**config.mk**
```make
export PLATFORM = sky130hd
export DESIGN_NAME = can_command_frame_checker_unit
export DESIGN_NICKNAME = d
export VERILOG_FILES = /design/src/rtl/ccfc_pkg.sv /design/src/rtl/can_command_frame_checker_unit.sv
export SDC_FILE = /design/constraint.sdc
export NUM_CORES = 1
export LEC_CHECK = 0
export BUFFER_PORTS_ARGS = -buffer_cell sky130_fd_sc_hd__buf_4
export CAP_MARGIN = 40
export CORE_UTILIZATION = 35
export DETAILED_ROUTE_END_ITERATION = 12
export SLEW_MARGIN = 20
export SYNTH_ARGS = -nofsm -noshare
export SYNTH_HDL_FRONTEND = slang
export SYNTH_SLANG_ARGS = --single-unit
```
**constraint.sdc**
```tcl
create_clock -name aclk -period 20.2 [get_ports aclk]
set_clock_uncertainty 0.2 [all_clocks]
set_input_delay 3.03 -clock aclk [delete_from_list [all_inputs] [get_ports aclk]]
set_output_delay 3.03 -clock aclk [all_outputs]
set_load 0.01 [all_outputs]
```
**src/rtl/ccfc_pkg.sv**
```systemverilog
// ccfc_pkg: shared types and constants of the CAN command frame checker
// verdict codes, register indexes and field widths; no dependencies
package ccfc_pkg;

    // default width of the six event counters
    localparam int CCFC_COUNT_WIDTH = 32;

    // widths fixed by the frame and result fields
    localparam int ID_W        = 29;
    localparam int TIMEOUT_W   = 16;
    localparam int TIME_W      = 32;
    localparam int OUT_COUNT_W = 32;
    localparam int NUM_EVENTS  = 6;

    // configuration port
    localparam int CFG_INDEX_W = 4;
    localparam int CFG_DATA_W  = 32;
    localparam logic [CFG_INDEX_W-1:0] REG_COMMAND_ID = 4'd0;
    localparam logic [CFG_INDEX_W-1:0] REG_TIMEOUT_MS = 4'd1;

    // reset values of the registers
    localparam logic [ID_W-1:0]      COMMAND_ID_RESET = '0;
    localparam logic [TIMEOUT_W-1:0] TIMEOUT_RESET    = 16'd100;

    // only a two-byte data field is a command
    localparam logic [3:0] CMD_DLC = 4'd2;
    // enable byte may be 0 or 1
    localparam logic [7:0] ENABLE_MAX = 8'd1;

    // verdict codes; event counter slot i counts verdict i+1
    typedef enum logic [2:0] {
        VERDICT_QUERY       = 3'd0,
        VERDICT_ACCEPT      = 3'd1,
        VERDICT_BAD_ID      = 3'd2,
        VERDICT_BAD_TYPE    = 3'd3,
        VERDICT_BAD_LENGTH  = 3'd4,
        VERDICT_BAD_VALUE   = 3'd5,
        VERDICT_BAD_COUNTER = 3'd6
    } verdict_t;

endpackage

```
**src/rtl/can_command_frame_checker_unit.sv**
```systemverilog
// can_command_frame_checker_unit: top level of the CAN command frame checker
// depends on ccfc_pkg
//
//  channel | ports                                   | direction
//  --------+-----------------------------------------+----------
//  s_      | s_valid/s_ready, frame or query word     | in
//  m_      | m_valid/m_ready, verdict and status word | out
//  cfg_    | cfg_valid/cfg_ready, cfg_index, cfg_data | in
//
// one word per cycle sustained while the result side keeps m_ready high; a word is held
// in the input register and its result is then registered in the output register
// the checks, the age subtraction and the counter increment sit between the
// input register and the output register; stored state updates on the same edge
// a stalled result holds in the output register while the input register
// still takes a word; reset clears valid flags, stored command and counters
// cfg_ready is always high; writes to indexes beyond the list are dropped
module can_command_frame_checker_unit
    import ccfc_pkg::*;
#(
    parameter int COUNT_WIDTH = CCFC_COUNT_WIDTH
) (
    input  logic                   aclk,
    input  logic                   aresetn,

    input  logic                   s_valid,
    output logic                   s_ready,
    input  logic                   s_action,
    input  logic [ID_W-1:0]        s_frame_id,
    input  logic                   s_is_extended,
    input  logic                   s_is_remote,
    input  logic [3:0]             s_dlc,
    input  logic [7:0]             s_enable_byte,
    input  logic [7:0]             s_counter_byte,
    input  logic [TIME_W-1:0]      s_now_ms,

    output logic                   m_valid,
    input  logic                   m_ready,
    output logic [2:0]             m_verdict,
    output logic                   m_enable_out,
    output logic                   m_fresh,
    output logic [7:0]             m_last_counter,
    output logic [OUT_COUNT_W-1:0] m_count_accepted,
    output logic [OUT_COUNT_W-1:0] m_count_bad_id,
    output logic [OUT_COUNT_W-1:0] m_count_bad_type,
    output logic [OUT_COUNT_W-1:0] m_count_bad_length,
    output logic [OUT_COUNT_W-1:0] m_count_bad_value,
    output logic [OUT_COUNT_W-1:0] m_count_bad_counter,

    input  logic                   cfg_valid,
    output logic                   cfg_ready,
    input  logic [CFG_INDEX_W-1:0] cfg_index,
    input  logic [CFG_DATA_W-1:0]  cfg_data
);

    // configuration registers
    logic [ID_W-1:0]      command_id_reg;
    logic [TIMEOUT_W-1:0] timeout_reg;

    // input register
    logic                 in_valid_reg;
    logic                 in_action_reg;
    logic [ID_W-1:0]      in_frame_id_reg;
    logic                 in_is_extended_reg;
    logic                 in_is_remote_reg;
    logic [3:0]           in_dlc_reg;
    logic [7:0]           in_enable_byte_reg;
    logic [7:0]           in_counter_byte_reg;
    logic [TIME_W-1:0]    in_now_ms_reg;

    // stored command
    logic                 cmd_valid_reg,   cmd_valid_next;
    logic                 cmd_enable_reg,  cmd_enable_next;
    logic [7:0]           rolling_reg,     rolling_next;
    logic [TIME_W-1:0]    accept_time_reg, accept_time_next;

    // event counters
    logic [COUNT_WIDTH-1:0] event_count_reg  [NUM_EVENTS];
    logic [COUNT_WIDTH-1:0] event_count_next [NUM_EVENTS];
    logic [OUT_COUNT_W-1:0] event_view       [NUM_EVENTS];

    // output register
    logic                   out_valid_reg, out_valid_next;
    logic [2:0]             out_verdict_reg;
    logic                   out_enable_reg;
    logic                   out_fresh_reg;
    logic [7:0]             out_counter_reg;
    logic [OUT_COUNT_W-1:0] out_count_reg [NUM_EVENTS];

    logic                 advance;
    logic [TIME_W-1:0]    age;
    logic                 fresh_now;
    logic                 counter_ok;
    logic                 is_accept;
    verdict_t             verdict;

    // word moves from input to output register when the output is free
    assign advance   = in_valid_reg && (!out_valid_reg || m_ready);
    assign s_ready   = !in_valid_reg || advance;
    assign cfg_ready = 1'b1;

    // configuration writes
    always_ff @(posedge aclk) begin
        if (!aresetn) begin
            command_id_reg <= COMMAND_ID_RESET;
            timeout_reg    <= TIMEOUT_RESET;
        end else if (cfg_valid) begin
            unique case (cfg_index)
                REG_COMMAND_ID: command_id_reg <= cfg_data[ID_W-1:0];
                REG_TIMEOUT_MS: timeout_reg    <= cfg_data[TIMEOUT_W-1:0];
                default: ;
            endcase
        end
    end

    // input register
    always_ff @(posedge aclk) begin
        if (!aresetn) begin
            in_valid_reg <= 1'b0;
        end else if (s_ready) begin
            in_valid_reg <= s_valid;
        end
        if (s_valid && s_ready) begin
            in_action_reg       <= s_action;
            in_frame_id_reg     <= s_frame_id;
            in_is_extended_reg  <= s_is_extended;
            in_is_remote_reg    <= s_is_remote;
            in_dlc_reg          <= s_dlc;
            in_enable_byte_reg  <= s_enable_byte;
            in_counter_byte_reg <= s_counter_byte;
            in_now_ms_reg       <= s_now_ms;
        end
    end

    // freshness of the stored command at the word's time stamp
    assign age        = in_now_ms_reg - accept_time_reg;
    assign fresh_now  = cmd_valid_reg && (age <= TIME_W'(timeout_reg));
    assign counter_ok = in_counter_byte_reg == (rolling_reg + 8'd1);

    // checks in priority order
    always_comb begin
        verdict = VERDICT_QUERY;
        if (!in_action_reg) begin
            if (in_frame_id_reg != command_id_reg) begin
                verdict = VERDICT_BAD_ID;
            end else if (in_is_extended_reg || in_is_remote_reg) begin
                verdict = VERDICT_BAD_TYPE;
            end else if (in_dlc_reg != CMD_DLC) begin
                verdict = VERDICT_BAD_LENGTH;
            end else if (in_enable_byte_reg > ENABLE_MAX) begin
                verdict = VERDICT_BAD_VALUE;
            end else if (fresh_now && !counter_ok) begin
                verdict = VERDICT_BAD_COUNTER;
            end else begin
                verdict = VERDICT_ACCEPT;
            end
        end
    end

    assign is_accept = (verdict == VERDICT_ACCEPT);

    // stored command update
    always_comb begin
        cmd_valid_next   = cmd_valid_reg;
        cmd_enable_next  = cmd_enable_reg;
        rolling_next     = rolling_reg;
        accept_time_next = accept_time_reg;
        if (is_accept) begin
            cmd_valid_next   = 1'b1;
            cmd_enable_next  = in_enable_byte_reg[0];
            rolling_next     = in_counter_byte_reg;
            accept_time_next = in_now_ms_reg;
        end
    end

    // event counters, one slot per rejecting or accepting verdict
    for (genvar i = 0; i < NUM_EVENTS; i++) begin : g_event
        assign event_count_next[i] = (verdict == verdict_t'(3'(i + 1)))
                                   ? event_count_reg[i] + COUNT_WIDTH'(1)
                                   : event_count_reg[i];
        assign event_view[i] = OUT_COUNT_W'(event_count_next[i]);
    end

    // output valid: set by an advancing word, cleared when taken
    always_comb begin
        out_valid_next = out_valid_reg;
        if (advance) begin
            out_valid_next = 1'b1;
        end else if (m_ready) begin
            out_valid_next = 1'b0;
        end
    end

    // stored state, counters and output register
    always_ff @(posedge aclk) begin
        if (!aresetn) begin
            cmd_valid_reg   <= 1'b0;
            cmd_enable_reg  <= 1'b0;
            rolling_reg     <= '0;
            accept_time_reg <= '0;
            out_valid_reg   <= 1'b0;
            for (int i = 0; i < NUM_EVENTS; i++) begin
                event_count_reg[i] <= '0;
            end
        end else begin
            out_valid_reg <= out_valid_next;
            if (advance) begin
                cmd_valid_reg   <= cmd_valid_next;
                cmd_enable_reg  <= cmd_enable_next;
                rolling_reg     <= rolling_next;
                accept_time_reg <= accept_time_next;
                for (int i = 0; i < NUM_EVENTS; i++) begin
                    event_count_reg[i] <= event_count_next[i];
                end
            end
        end
        if (advance) begin
            out_verdict_reg <= verdict;
            out_enable_reg  <= cmd_enable_next;
            // an accepted frame is fresh by definition (age zero)
            out_fresh_reg   <= is_accept || fresh_now;
            out_counter_reg <= rolling_next;
            for (int i = 0; i < NUM_EVENTS; i++) begin
                out_count_reg[i] <= event_view[i];
            end
        end
    end

    // result ports
    assign m_valid             = out_valid_reg;
    assign m_verdict           = out_verdict_reg;
    assign m_enable_out        = out_enable_reg;
    assign m_fresh             = out_fresh_reg;
    assign m_last_counter      = out_counter_reg;
    assign m_count_accepted    = out_count_reg[0];
    assign m_count_bad_id      = out_count_reg[1];
    assign m_count_bad_type    = out_count_reg[2];
    assign m_count_bad_length  = out_count_reg[3];
    assign m_count_bad_value   = out_count_reg[4];
    assign m_count_bad_counter = out_count_reg[5];

endmodule

```
==> flow_summary.json <==
{
  "async_reset_ff_share_pct": 0,
  "grt_pass1_wl_um": 100000,
  "netlist_instances": 2255,
  "synth_area_leader_cell": "edfxtp_1",
  "io_buffers": 328,
  "hold_class": "reg -> reg",
  "synth.avg_cell_area_um2": 11.8,
  "wire_per_inst_um": 17.8,
  "hpwl_um": 45800,
  "worst-r2r-setup-slack_ps": 13590,
  "netlist.area_leader.share_pct": 54.3,
  "syn_nets": 2435,
  "cap_viol_max_count": 0,
  "worst_pin_slew_ps": 889,
  "via_count": 18200,
  "max_clock_freq_mhz": 144,
  "synth_edf_count": 481,
  "globalplace.congestion": 0.881,
  "drive_gt1_share_pct": 18.7,
  "routed_wl_um": 64300,
  "dr.pass1.iters": 5,
  "die_h_um": 278,
  "post_cts_buffers": 0,
  "start_util_pct": 35.5,
  "cts.sinks": 570,
  "syn_area_mm2": 0.0266,
  "rsz0062_at_grt": "no",
  "post-route-period-util_pct": 34.4,
  "drc_errors": 0,
  "yosys-top-cells-count": "481 x edfxtp_1, 333 x nand2_1, 166 x and2_1",
  "die_w_um": 278,
  "finalSetupViolations": 0,
  "worstSetupEndpointType": "primary output",
  "tns_ps": 0,
  "clkSlewWorstSetupHoldPaths_ps": 50,
  "synth_area_leaders": "edfxtp_1 54%, dfxtp_1 6.7%, nand2_1 4.7%",
  "ctsHoldBuffers": 0,
  "drt.antenna.violating_nets": 0,
  "cp.required_ps": 16970,
  "holdWs_ps": 256,
  "hold_violations": 0,
  "cts_tree": "yes",
  "drt_iter0_markers": 1129,
  "slew_headroom_pct": 40.2,
  "fin_total_pwr_uw": 2780,
  "cts_buffers": 66,
  "crit_fanout": 4,
  "fin_crit_ps": 6940,
  "crit_arrival_ps": 3710,
  "peakVddDrop_v": 0.0000551,
  "leakagePower_uw": 0.0120,
  "viasPerCell": 5.02,
  "num_rows": 100,
  "clk_latency_ps": 610,
  "nNetsFinal": 2774,
  "grt-ovfl-total": 0,
  "yosys_warnings": 0,
  "yosysMostFrequentCell": "edfxtp_1",
  "status": "finished, final reports clean",
  "grt_usage_pct": 16.4,
  "ys_seq_area_share_pct": 61.0,
  "core_mm2": 0.0748,
  "ys_types": 74,
  "grt_pass1_vias": 18200,
  "grt_max_degree": 101,
  "finalWorstSetupSlack_ps": 13260,
  "synth-seq-cells": 570,
  "cts_buffer_depth": 3,
  "h-tree-depth": 3,
  "p_per_area_mw_per_mm2": 85.8,
  "synth_ff_type": "edfxtp_1",
  "cts_root_buf": "clkbuf_16",
  "place_ws_ps": 13250,
  "path_class": "in -> out",
  "cts_resized": 0,
  "setup.worst_path.start_class": "primary input",
  "dieArea_mm2": 0.0771,
  "ioPinCount": 333,
  "area_delta_synth_final_pct": 21.8,
  "report.final.slew_viol_count": 0,
  "antenna_found_initial": 1
}
-- metrics by stage --
| stage | util (%) | std cells | area, um2 |
|---|---|---|---|
| after floorplan | - | 2255 | 26600 |
| after global placement | 40.1 | 3481 | 30000 |
| after detailed placement | 40.3 | 3490 | 30200 |
| after CTS | 43.2 | 3610 | 32300 |
| after global routing | 43.3 | 3615 | 32400 |
| final | 43.3 | 3616 | 32400 |
-- cell families after synthesis --
group | synth area share, %
and+or+nand+nor | 17.7
DFF | 61.0
AOI/OAI and AO/OA | 6.68
xor gates and xnor gates | 6.88
buffers and inverters | 2.78
muxes | 2.32
adders and majority gates | 2.62
other | 0.0141
-- cell usage in the layout (no fill, tap or decap), types with 71 or more instances in the layout --
cell type	count
a21oi_1	91
and2_1	164
buf_4	345
dfxtp_1	89
edfxtp_1	481
inv_1	83
nand2_1	333
nand3_1	84
xnor2_1	138
xor2_1	71
-- cell type report --
cell class                 instances  area [um2]
antenna                            1        2.50
clock buffer                      83        1760
clock inverter                    37         409
fill                            6967       42400
inverter                          83         312
multi-input combinational       1514        9680
sequential                       570       16200
tap                              969        1210
timing repair buffer             359        2810
-- critical path: stages --
cell and delay, ps:
buf_4 110, nor2b_1 300, nand2_1 120, buf_4 160
-- report_power, final --
part	switching, uW	total [uW]	internal, uW
logic	118	207	89.8
registers	37.2	1380	1340
clock network	494	1190	700
total	648	2780	2130
-- worst paths after layout --
path                 startpoint            endpoint  cells after the start
min reg2reg  accept_time_reg[9]  accept_time_reg[9]                      2
max reg2reg    in_now_ms_reg[0]       cmd_valid_reg                     19
min          accept_time_reg[9]  accept_time_reg[9]                      2
max                     m_ready             s_ready                      4
-- metal layers --
layer	GRT usage [%]	wire (um)	up-vias
met5	0	0	-
met3	3.36	3760	138
met1	20.9	27700	8711
met4	6.96	2330	0
li1	-	-	8809
met2	27.1	30500	494
No activity file was read; power rests on OpenSTA's default activity.
